===== src/hdl/pctd_pkg.sv =====
// types, constants and helper functions shared by the percent decoder
package pctd_pkg;

	localparam logic [7:0] CH_PCT = 8'h25;
	localparam logic [7:0] CH_D0  = 8'h30;
	localparam logic [7:0] CH_D9  = 8'h39;
	localparam logic [7:0] CH_UA  = 8'h41;
	localparam logic [7:0] CH_UF  = 8'h46;
	localparam logic [7:0] CH_LA  = 8'h61;
	localparam logic [7:0] CH_LF  = 8'h66;
	localparam logic [7:0] HEX_TEN = 8'd10;

	localparam int FIFO_DEPTH = 4;
	localparam int CMD_BYTES  = 3;

	typedef struct packed {
		logic [7:0] in_byte;
		logic       in_last;
	} in_word_t;

	typedef struct packed {
		logic [7:0] out_byte;
		logic       out_last;
	} out_word_t;

	// one queued command: up to three bytes to emit, last flag on the final one
	typedef struct packed {
		logic [1:0]                     cnt;
		logic [CMD_BYTES-1:0][7:0]      bytes;
		logic                           last;
	} cmd_t;

	typedef enum logic [1:0] {
		PH_IDLE  = 2'd0,
		PH_PCT   = 2'd1,
		PH_DIGIT = 2'd2
	} phase_t;

	function automatic logic is_hex(input logic [7:0] c);
		logic dec;
		logic up;
		logic lo;
		dec = (c >= CH_D0) && (c <= CH_D9);
		up  = (c >= CH_UA) && (c <= CH_UF);
		lo  = (c >= CH_LA) && (c <= CH_LF);
		return dec || up || lo;
	endfunction

	function automatic logic [3:0] hex_val(input logic [7:0] c);
		logic [7:0] v;
		if ((c >= CH_UA) && (c <= CH_UF)) begin
			v = c - CH_UA + HEX_TEN;
		end else if ((c >= CH_LA) && (c <= CH_LF)) begin
			v = c - CH_LA + HEX_TEN;
		end else if ((c >= CH_D0) && (c <= CH_D9)) begin
			v = c - CH_D0;
		end else begin
			v = 8'd0;
		end
		return v[3:0];
	endfunction

endpackage


===== src/hdl/pctd_front.sv =====
// front end: escape tracking and classification of each input word into a command
module pctd_front
	import pctd_pkg::*;
(
	input  logic     clk,
	input  logic     arst_n,
	input  logic     enc_valid,
	input  logic     q_full,
	input  in_word_t enc_word,
	output logic     enc_stall,
	output logic     push,
	output cmd_t     push_cmd
);

	phase_t     phase_q;
	phase_t     nxt_phase;
	logic [7:0] digit_q;
	logic       take;
	logic       pct_open;
	logic       hx;
	logic [7:0] b;
	logic       lst;
	cmd_t       cmd;

	assign enc_stall = q_full;
	assign take      = enc_valid && !q_full;
	assign b         = enc_word.in_byte;
	assign lst       = enc_word.in_last;
	assign hx        = is_hex(b);
	// a '%' that is not the last byte opens an escape
	assign pct_open  = (b == CH_PCT) && !lst;

	always_comb begin
		nxt_phase = phase_q;
		cmd       = '0;
		cmd.last  = lst;
		unique case (phase_q)
			PH_PCT: begin
				if (hx && !lst) begin
					nxt_phase = PH_DIGIT;
				end else if (pct_open) begin
					nxt_phase    = PH_PCT;
					cmd.cnt      = 2'd1;
					cmd.bytes[0] = CH_PCT;
					cmd.last     = 1'b0;
				end else begin
					nxt_phase    = PH_IDLE;
					cmd.cnt      = 2'd2;
					cmd.bytes[0] = CH_PCT;
					cmd.bytes[1] = b;
				end
			end
			PH_DIGIT: begin
				if (hx) begin
					nxt_phase    = PH_IDLE;
					cmd.cnt      = 2'd1;
					cmd.bytes[0] = {hex_val(digit_q), hex_val(b)};
				end else if (pct_open) begin
					nxt_phase    = PH_PCT;
					cmd.cnt      = 2'd2;
					cmd.bytes[0] = CH_PCT;
					cmd.bytes[1] = digit_q;
					cmd.last     = 1'b0;
				end else begin
					nxt_phase    = PH_IDLE;
					cmd.cnt      = 2'd3;
					cmd.bytes[0] = CH_PCT;
					cmd.bytes[1] = digit_q;
					cmd.bytes[2] = b;
				end
			end
			default: begin
				if (pct_open) begin
					nxt_phase = PH_PCT;
				end else begin
					nxt_phase    = PH_IDLE;
					cmd.cnt      = 2'd1;
					cmd.bytes[0] = b;
				end
			end
		endcase
	end

	assign push     = take && (cmd.cnt != 2'd0);
	assign push_cmd = cmd;

	always_ff @(posedge clk or negedge arst_n) begin
		if (!arst_n) begin
			phase_q <= PH_IDLE;
		end else if (take) begin
			phase_q <= nxt_phase;
		end
	end

	// held first digit, only read in the digit phase
	always_ff @(posedge clk) begin
		if (take && (phase_q == PH_PCT) && hx && !lst) begin
			digit_q <= b;
		end
	end

endmodule


===== src/hdl/pctd_fifo.sv =====
// short command queue between front and back end
module pctd_fifo
	import pctd_pkg::*;
#(
	parameter int DEPTH = FIFO_DEPTH
) (
	input  logic clk,
	input  logic arst_n,
	input  logic push,
	input  cmd_t push_cmd,
	input  logic pop,
	output logic full,
	output logic empty,
	output cmd_t head
);

	localparam int AW = (DEPTH > 1) ? $clog2(DEPTH) : 1;
	localparam int CW = $clog2(DEPTH + 1);

	cmd_t          mem_q [DEPTH];
	logic [AW-1:0] wr_ptr_q;
	logic [AW-1:0] rd_ptr_q;
	logic [CW-1:0] count_q;
	logic          do_push;
	logic          do_pop;

	assign full    = (count_q == CW'(DEPTH));
	assign empty   = (count_q == '0);
	assign do_push = push && !full;
	assign do_pop  = pop && !empty;
	assign head    = mem_q[rd_ptr_q];

	function automatic logic [AW-1:0] bump(input logic [AW-1:0] p);
		return (p == AW'(DEPTH - 1)) ? '0 : p + 1'b1;
	endfunction

	always_ff @(posedge clk or negedge arst_n) begin
		if (!arst_n) begin
			wr_ptr_q <= '0;
			rd_ptr_q <= '0;
			count_q  <= '0;
		end else begin
			if (do_push) begin
				wr_ptr_q <= bump(wr_ptr_q);
			end
			if (do_pop) begin
				rd_ptr_q <= bump(rd_ptr_q);
			end
			if (do_push && !do_pop) begin
				count_q <= count_q + 1'b1;
			end else if (do_pop && !do_push) begin
				count_q <= count_q - 1'b1;
			end
		end
	end

	always_ff @(posedge clk) begin
		if (do_push) begin
			mem_q[wr_ptr_q] <= push_cmd;
		end
	end

endmodule


===== src/hdl/pctd_back.sv =====
// back end: serializes queued commands into output words through an output register
module pctd_back
	import pctd_pkg::*;
(
	input  logic      clk,
	input  logic      arst_n,
	input  logic      empty,
	input  cmd_t      head,
	input  logic      dec_stall,
	output logic      pop,
	output logic      dec_valid,
	output out_word_t dec_word
);

	logic       dv_q;
	out_word_t  word_q;
	logic [1:0] idx_q;
	logic       load;
	logic       take;
	logic       fin;
	logic [7:0] sel;

	assign load = !dv_q || !dec_stall;
	assign take = load && !empty;
	assign fin  = (idx_q == (head.cnt - 2'd1));
	assign pop  = take && fin;

	always_comb begin
		unique case (idx_q)
			2'd1:    sel = head.bytes[1];
			2'd2:    sel = head.bytes[2];
			default: sel = head.bytes[0];
		endcase
	end

	always_ff @(posedge clk or negedge arst_n) begin
		if (!arst_n) begin
			dv_q  <= 1'b0;
			idx_q <= '0;
		end else begin
			if (load) begin
				dv_q <= !empty;
			end
			if (take) begin
				idx_q <= fin ? 2'd0 : idx_q + 2'd1;
			end
		end
	end

	always_ff @(posedge clk) begin
		if (take) begin
			word_q.out_byte <= sel;
			word_q.out_last <= head.last && fin;
		end
	end

	assign dec_valid = dv_q;
	assign dec_word  = word_q;

endmodule


===== src/hdl/percent_decoder.sv =====
// top level of the streaming url percent decoder
//
// Encoded bytes arrive on the enc channel (enc_valid, enc_stall, enc_word), one
// word per string byte with in_last on the final byte. Decoded bytes leave on
// the dec channel (dec_valid, dec_stall, dec_word) with out_last on the final
// decoded byte. A word moves when valid is high and stall is low.
// The front end tracks the escape phase and turns every input word into a
// command of zero to three output bytes; commands wait in a small queue
// (QDEPTH entries) and the back end emits one byte per cycle from them while dec_stall is low.
// An accepted input word reaches the output through the queue and then the output register.
// Input is taken at one word per cycle while the queue has room; output runs
// at one word per cycle while dec_stall is low, so a stream of inputs that
// expand to two or three bytes fills the queue and is then held by enc_stall.
// When the receiver stalls, the output register holds its word, the queue
// fills and enc_stall rises once it is full.
// Reset returns the escape phase to idle and empties the queue and output.
module percent_decoder
	import pctd_pkg::*;
#(
	parameter int QDEPTH = FIFO_DEPTH
) (
	input  logic      clk,
	input  logic      arst_n,
	input  logic      enc_valid,
	output logic      enc_stall,
	input  in_word_t  enc_word,
	output logic      dec_valid,
	input  logic      dec_stall,
	output out_word_t dec_word
);

	logic push;
	cmd_t push_cmd;
	logic pop;
	logic full;
	logic empty;
	cmd_t head;

	pctd_front u_front (
		.clk       (clk),
		.arst_n    (arst_n),
		.enc_valid (enc_valid),
		.q_full    (full),
		.enc_word  (enc_word),
		.enc_stall (enc_stall),
		.push      (push),
		.push_cmd  (push_cmd)
	);

	pctd_fifo #(
		.DEPTH (QDEPTH)
	) u_fifo (
		.clk      (clk),
		.arst_n   (arst_n),
		.push     (push),
		.push_cmd (push_cmd),
		.pop      (pop),
		.full     (full),
		.empty    (empty),
		.head     (head)
	);

	pctd_back u_back (
		.clk       (clk),
		.arst_n    (arst_n),
		.empty     (empty),
		.head      (head),
		.dec_stall (dec_stall),
		.pop       (pop),
		.dec_valid (dec_valid),
		.dec_word  (dec_word)
	);

endmodule

===== config.mk =====
export PLATFORM = sky130hd
export DESIGN_NAME = percent_decoder
export DESIGN_NICKNAME = d
export VERILOG_FILES = /design/src/hdl/pctd_pkg.sv /design/src/hdl/pctd_front.sv /design/src/hdl/pctd_fifo.sv /design/src/hdl/pctd_back.sv /design/src/hdl/percent_decoder.sv
export SDC_FILE = /design/constraint.sdc
export NUM_CORES = 1
export LEC_CHECK = 0
export BUFFER_PORTS_ARGS = -buffer_cell sky130_fd_sc_hd__buf_2
export CAP_MARGIN = 0
export CORE_MARGIN = 2
export CORE_UTILIZATION = 45
export DETAILED_ROUTE_END_ITERATION = 10
export GPL_TIMING_DRIVEN = 0
export SETUP_SLACK_MARGIN = 0.5
export SYNTH_ARGS = -nofsm -noshare
export SYNTH_HDL_FRONTEND = slang
export SYNTH_SLANG_ARGS = --single-unit

===== constraint.sdc =====
create_clock -name clk -period 2.6 [get_ports clk]
set_input_delay 0.26 -clock clk [delete_from_list [all_inputs] [get_ports clk]]
set_output_delay 0.26 -clock clk [all_outputs]
set_load 0.03 [all_outputs]

Word level (Yosys, flattened, before mapping)
Memories as Yosys holds them, arrays and structs flattened.
Cells that the tools add are included.

word-level totals
  bits in registers = 29
  memory bits (writable) = 108
  input bits = 13
  word-level logic and storage cells = 114
  memories = 1

cells by class
  $add $sub $neg = 16
  $lt $le $gt $ge = 12
  eq/ne operators = 9
  mux-type cells = 34
  reduce and logical (&&, ||, !) cells = 33

memory list
  memory        depth  bits a word  rd ports  clocked after memory_dff  wr ports  RTL line         text
  u_fifo.mem_q  4      27           1         0                         1         pctd_fifo.sv:20  cmd_t mem_q [DEPTH];

operators with widths
  operator                                                               count
  8-bit one-hot mux with 2 select lines                                  3
  8-bit by 7-bit >= comparator with 1-bit output, second input constant  4
  8-bit by 7-bit <= comparator with 1-bit output, second input constant  4
  4-bit two-way mux                                                      6
  8-bit two-way mux                                                      3
  4-bit by 1-bit subtractor with 4-bit output, second input constant     6
  1-bit logical AND                                                      20
  17-bit two-way mux                                                     1
  4-bit adder, second input constant                                     4
  8-bit by 6-bit >= comparator with 1-bit output, second input constant  2
  8-bit by 6-bit <= comparator with 1-bit output, second input constant  2
  16-bit two-way mux                                                     1
  2-bit two-way mux                                                      8
  2-bit equality test, second input constant                             4
  8-bit by 6-bit equality test with 1-bit output, second input constant  1
  2-bit one-hot mux with 2 select lines                                  2
  1-bit zero test                                                        7
  1-bit two-way mux                                                      7
  2-bit by 1-bit adder with 2-bit output, second input constant          3
  3-bit two-way mux                                                      2
  2-bit by 1-bit equality test with 1-bit output, second input constant  2
  2-bit nonzero test                                                     2
  3-bit by 1-bit adder with 3-bit output, second input constant          1
  3-bit equality test, second input constant                             1
  6 further kinds                                                        8

Longest topological paths before layout
  word-level depth = 14
  gate-level depth with buffers = 13
  gate-level depth less buffers = 12

By module
A second synthesis with hierarchy kept.

unflattened totals
  cells, all modules = 381
  area, all modules = 6173.4 sq um

by module, submodules not included
  module      instances  cells an instance  area an instance (sq um)
  pctd_fifo   1          178                4336.7
  pctd_front  1          141                1181.1
  pctd_back   1          62                 655.6

Least setup slack after synthesis
No wires, ideal clock.

  kind = input-to-reg
  start point = input enc_word[2] (netlist bit)
  end point = memory u_fifo.mem_q[0][0] (netlist bit) (enable)
  setup time = 0.386 ns
  arrival time = 2.275 ns
  required time = 2.214 ns
  path slack = -0.062 ns
  cell stages on the path = 7
  cells stage by stage = clkbuf_2 -> inv_1 -> ha_1 -> o311a_2 -> a21o_1 -> a31oi_4 -> and2_1

on the way
  word-level cells in the longest chain between the ends = 12
  elaborated cells between the ends (all ways) = 25

RTL lines
  item                                                                          RTL line                        text
  from (decl)                                                                   percent_decoder.sv:26           input in_word_t enc_word,
  8-bit by 6-bit >= comparator with 1-bit output, or another cell as far along  pctd_pkg.sv:43                  dec = (c >= CH_D0) && (c <= CH_D9);
  1-bit logical AND (on tied branches)                                          pctd_pkg.sv:43, pctd_pkg.sv:44
  1-bit logical OR (2 in series)                                                pctd_pkg.sv:46                  return dec || up || lo;
  1-bit logical AND                                                             pctd_front.sv:39                if (hx && !lst) begin
  2-bit two-way mux                                                             pctd_front.sv:39
  2-bit one-hot mux with 2 select lines (*)                                     pctd_front.sv:37                unique case (phase_q)
  2-bit nonzero test (*)                                                        pctd_front.sv:84                assign push = take && (cmd.cnt != 2'd0);
  1-bit logical AND (*)                                                         pctd_front.sv:84
  1-bit logical AND (*)                                                         pctd_fifo.sv:29                 assign do_push = push && !full;
  net u_fifo.do_push                                                            pctd_fifo.sv:24                 logic do_push;
  1-bit two-way mux (*)                                                         pctd_fifo.sv:58                 if (do_push) begin
  1-bit two-way mux (implied by the code) (*)                                   pctd_fifo.sv:59                 mem_q[wr_ptr_q] <= push_cmd;
  to (decl)                                                                     pctd_fifo.sv:20

Mark *: on every way through the listed nets, which the timed path passes. The rest lies on a longest branch.

Worst setup path after layout
  start point = register u_fifo.rd_ptr_q[0]
  end point = register u_fifo.count_q[1]

on the way
  word-level cells in the longest chain between the ends = 8
  elaborated cells between the ends (all ways) = 10

RTL lines
  item                                                     RTL line         text
  from (decl)                                              pctd_fifo.sv:22  logic [AW-1:0] rd_ptr_q;
  from (signal assigned)                                   pctd_fifo.sv:47  rd_ptr_q <= bump(rd_ptr_q);
  memory 4 x 27 bit (*)                                    -
  2-bit by 1-bit subtractor with 2-bit output (*)          pctd_back.sv:25  assign fin = (idx_q == (head.cnt - 2'd1));
  2-bit equality test (*)                                  pctd_back.sv:25
  1-bit logical AND (*)                                    pctd_back.sv:26  assign pop = take && fin;
  1-bit logical AND (*)                                    pctd_fifo.sv:30  assign do_pop = pop && !empty;
  1-bit zero test                                          pctd_fifo.sv:49  if (do_push && !do_pop) begin
  1-bit logical AND                                        pctd_fifo.sv:49
  3-bit two-way mux or 2-bit nonzero test (tied branches)  -
  to (signal assigned)                                     pctd_fifo.sv:50  count_q <= count_q + 1'b1;
  to (signal assigned)                                     pctd_fifo.sv:52  count_q <= count_q - 1'b1;
  to (decl)                                                pctd_fifo.sv:23  logic [CW-1:0] count_q;

Mark *: on every way between the ends. The rest lies on a longest branch, timed or not.
A chain may end at the register's enable or synchronous reset.

==> results.md <==
Global route:
- The number of antenna violations at the first check in global routing is 0.
- The wire length of the first global-routing pass is between 20,000 and 25,000 um.
- The via count of the first global-routing pass is between 3,000 and 4,000.
- The largest net degree at the start of global routing is 17.
- The global-route total usage across every layer is approximately a fifth.
- The total overflow reported by the global router is 0.

CTS:
- The TritonCTS sink count is 137.
- In this run the clock root is driven by a clkbuf_16.
- The largest buffer count on any clock path is 2.
- The number of buffers added by the clock tree synthesis step is 17.
- The clock input transition at the sequential cells of the worst setup and hold paths is around 60 ps.
- For the worst-skew pair, the clock arrives at the later sink with an insertion delay of a little over 400 ps.
- The H-tree depth is 4.
- TritonCTS built the clock tree.

Logic synthesis:
- In this run, synthesis inferred between 100 and 150 flip-flops with an integrated enable.
- Synthesis inferred 137 register bits.
- Averaged over all synthesized cells, the footprint is roughly 16 um2.
- The synthesized netlist cell count is about 370.
- The Yosys step of the flow raised 0 warnings.
- The register area share after synthesis is 66.6%.
- The share of synthesized registers carrying an async set or reset is just under 9%.
- The number of nets handed over by synthesis was a little over 400.
- The synthesized netlist occupies a cell area of ~6000 um2.
- The most used flip-flop cell after synthesis is edfxtp_1.
- The synthesized netlist contains 53 unique library cells.

Die:
- The initial utilization of the core area, before any placement, comes to between 40% and 50%.
- The overall die height is approximately 120 um.
- The floorplan has 42 rows.
- The floorplan step defined a die boundary enclosing 14,500 um2.
- The floorplan die width is approximately 120 um.
- The top-level I/O count is 24.
- The core area is 13,200 um2.

Pwr:
- The part of the total power dissipated in the clock network is 25.6%.
- The leakage power is approximately 2.6 nW.
- The worst-case IR drop observed on VDD is approximately 0.5 mV.
- The proportion of power drawn by combinational gates is 35.2%.
- The total power density per cell area is ~1100 nW/um2.
- The switching component of the power is between 2 and 3 mW.
- The internal power consumption is approximately 5.4 mW.
- The register share of total power is roughly two fifths.
- Net switching is about a third of the power.

Route:
- The total via count after detailed routing is between 3,000 and 4,000.
- Dividing the detail-routed wire length by the instance count gives 22.2 um.
- Dividing the detail-routed via count by the number of cells gives around 5.6.
- The first detailed-routing pass took 4 iterations.
- The aggregate routed wire length is roughly 14,000 um.
- The detailed router finished its first iteration with between 300 and 400 violations.
- The number of nets still failing antenna checks after routing is 0.
- In the routed design, unresolved DRC markers number 0.

Final layout:
- The final instance count without filler cells is between 600 and 700.
- The area overhead of the layout relative to synthesis is 23.6%.
- The repair_antennas step left the layout with diodes totalling 0.
- After the last flow step, the layout net total stands at roughly 480.
- Of the cells placed in the final design, the portion with a size suffix greater than 1 is 37.4%.
- Cells fill between 50% and 60% of the core in the end.

Timing:
- The final setup skew is between 10 and 15 ps.
- After layout, the worst path uses 100% of the clock period.
- The final period demand of the worst path is between 2000 and 3000 ps.
- The number of failing hold endpoints at the final stage is 0.
- The count of pins over their slew limit was 0.
- Timing would allow up to ~380 MHz.
- Setup violations remaining at the end of the flow were counted as 1.
- The slew of the pin with the lowest slew margin is between 600 and 700 ps.
- Setup repair after global routing could not meet its margin everywhere.
- In the post-route analysis, the smallest setup slack over all paths is -6.42 ps.
- The relative max-transition margin is between 50% and 60%.

Job:
- Across the run, the number of max-cap violations was 0.

Status:
- The final reports fail on setup timing.
- The flow ran to the end, but the final reports show violations.

Placed design:
- The placed instance count is 572.
- The wire-length estimate of the detail-placed layout is just under 8000 um.
- The congestion estimate from routability-driven global placement came to between 0.7 and 0.8.
- During placement, the flow inserted port buffers numbering 23.

Worst setup path:
- By startpoint and endpoint, the worst setup path is classified as reg -> reg.
- Data on the critical path is required at its endpoint by between 2000 and 3000 ps.
- The type of element launching the critical path is a flop.
- STA classifies the critical path endpoint as a flop.
- Data on the critical path arrives at its endpoint at 2900 ps.
- The maximum fanout along the worst path is 3.

Min path:
- In this run the worst hold path is classified as in -> reg.
## worst max-delay path, stage by stage (launching register included)
cell and delay (ps):
dfrtp_2 400, buf_12 120, mux4_2 540, nor2_1 230, mux2i_4 130, nor2_4 130
inv_2 50, ha_4 150, inv_2 50, fa_2 410, mux2_4 280
## sequential cells by signal, summed over array words and instances (netlist names)
signal	flops
u_back.dec_word	9
u_fifo.rd_ptr_q	2
u_fifo.mem_q	108
u_back.idx_q	2
u_front.phase_q	2
u_back.dec_valid	1
u_fifo.count_q	3
u_fifo.wr_ptr_q	2
u_front.digit_q	8
## cells in the mapped netlist (all sizes together) (8+ instances only)
master	instances	share of area [%]
a22oi	15	1.8
a21oi	8	0.66
edfxtp	125	62
ha	17	3.5
dfrtp	12	4.9
o21ai	16	1.3
and2	9	0.97
mux4	27	10
nor2	24	1.6
inv	19	1.2
clkbuf	9	0.60
nand2	24	1.5
## cell usage in the layout (no fill, tap or decap), types with 3 or more instances in the layout
cell,count
edfxtp_1,125
buf_2,25
nand2_1,24
mux4_2,23
clkbuf_16,17
buf_4,16
inv_1,14
nor2_1,14
and2_4,14
ha_1,13
a22oi_1,12
o21ai_0,12
dfrtp_1,11
nor2_2,8
a21oi_1,7
clkbuf_1,6
nand3_1,6
clkinv_2,6
buf_12,5
inv_2,5
clkbuf_2,4
nor3_1,4
and2_1,4
o21ai_2,4
mux4_1,4
buf_6,4
and3_1,3
nor3b_2,3
a32oi_1,3
a22oi_2,3
mux2_4,3
ha_4,3
clkinvlp_4,3
## worst paths after layout
check / start / endpoint / slack (ps) / depth (start not counted)
max: u_fifo.rd_ptr_q[0] / u_fifo.count_q[1] / -6 / 10
min: enc_word[3] / u_front.digit_q[2] / 40 / 1
max reg2reg: u_fifo.rd_ptr_q[0] / u_fifo.count_q[1] / -6 / 10
min reg2reg: u_back.dec_valid / u_back.dec_valid / 490 / 2
max in group asynchronous: arst_n / u_fifo.rd_ptr_q[0] / 2100 / 2
min in group asynchronous: arst_n / u_front.phase_q[1] / 250 / 2
## power by group through the flow
stage / logic [mW] / clock network (mW) / registers [mW]
final: 2.79 / 2.03 / 3.12
after global routing: 3.00 / 2.16 / 3.16
after CTS: 2.74 / 2.06 / 3.12
after detailed placement: 2.26 / 0 / 3.17
after global placement: 2.24 / 0 / 3.14
after floorplan: 1.51 / 0 / 3.28
## layer usage
| metal | part of all wire (%) | routed length, um | GRT usage (%) |
|---|---|---|---|
| met1 | 44 | 6200 | 27.7 |
| met2 | 49 | 6920 | 32.4 |
| met3 | 3.7 | 513 | 4.67 |
| met4 | 2.9 | 403 | 9.08 |
| met5 | 0 | 0 | 0 |
## cell families after synthesis
family          count (synthesis)  share of synthesized area [%]
fa+ha+maj                      18                           3.82
simple gates                   83                           6.80
flops                         137                           66.6
buf+inv                        34                           2.36
xor+xnor                        4                          0.699
compound gates                 64                           8.06
mux                            33                           11.7
## area by class of cell
| class | instances | area (um2) |
|---|---|---|
| plain buffers | 15 | 104 |
| fillers | 1058 | 5720 |
| well taps | 176 | 220 |
| inverters | 19 | 71.3 |
| flip-flops and latches | 137 | 4060 |
| multi-input cells | 211 | 2250 |
| repair buffers | 45 | 335 |
| clock buffers | 19 | 433 |
| clock inverters | 11 | 60.1 |
## through the flow
stage	hold slack, ps	setup slack [ps]	area [um2]	total power, mW	setup TNS, ps
4_1_cts	17.2	-13.2	7320	7.92	-13.2
3_3_place_gp	154	-365	6460	5.38	-38920
3_5_place_dp	161	-364	6460	5.43	-38000
5_1_grt	20.4	-101	7520	8.32	-158
6_report	35.3	-6.42	7520	7.94	-6.42
2_1_floorplan	-35.6	14.1	6120	4.79	0
## repair_timing
action                                  4_1_cts  5_1_grt
setup buffers                                15        6
hold endpoints to repair                     12        0
gates resized for setup                      43       40
pin swaps                                    12       13
cloned                                        9        0
hold buffers                                  1        0
endpoints found under the setup margin      156      191
Power figures use the tool's default switching activity.
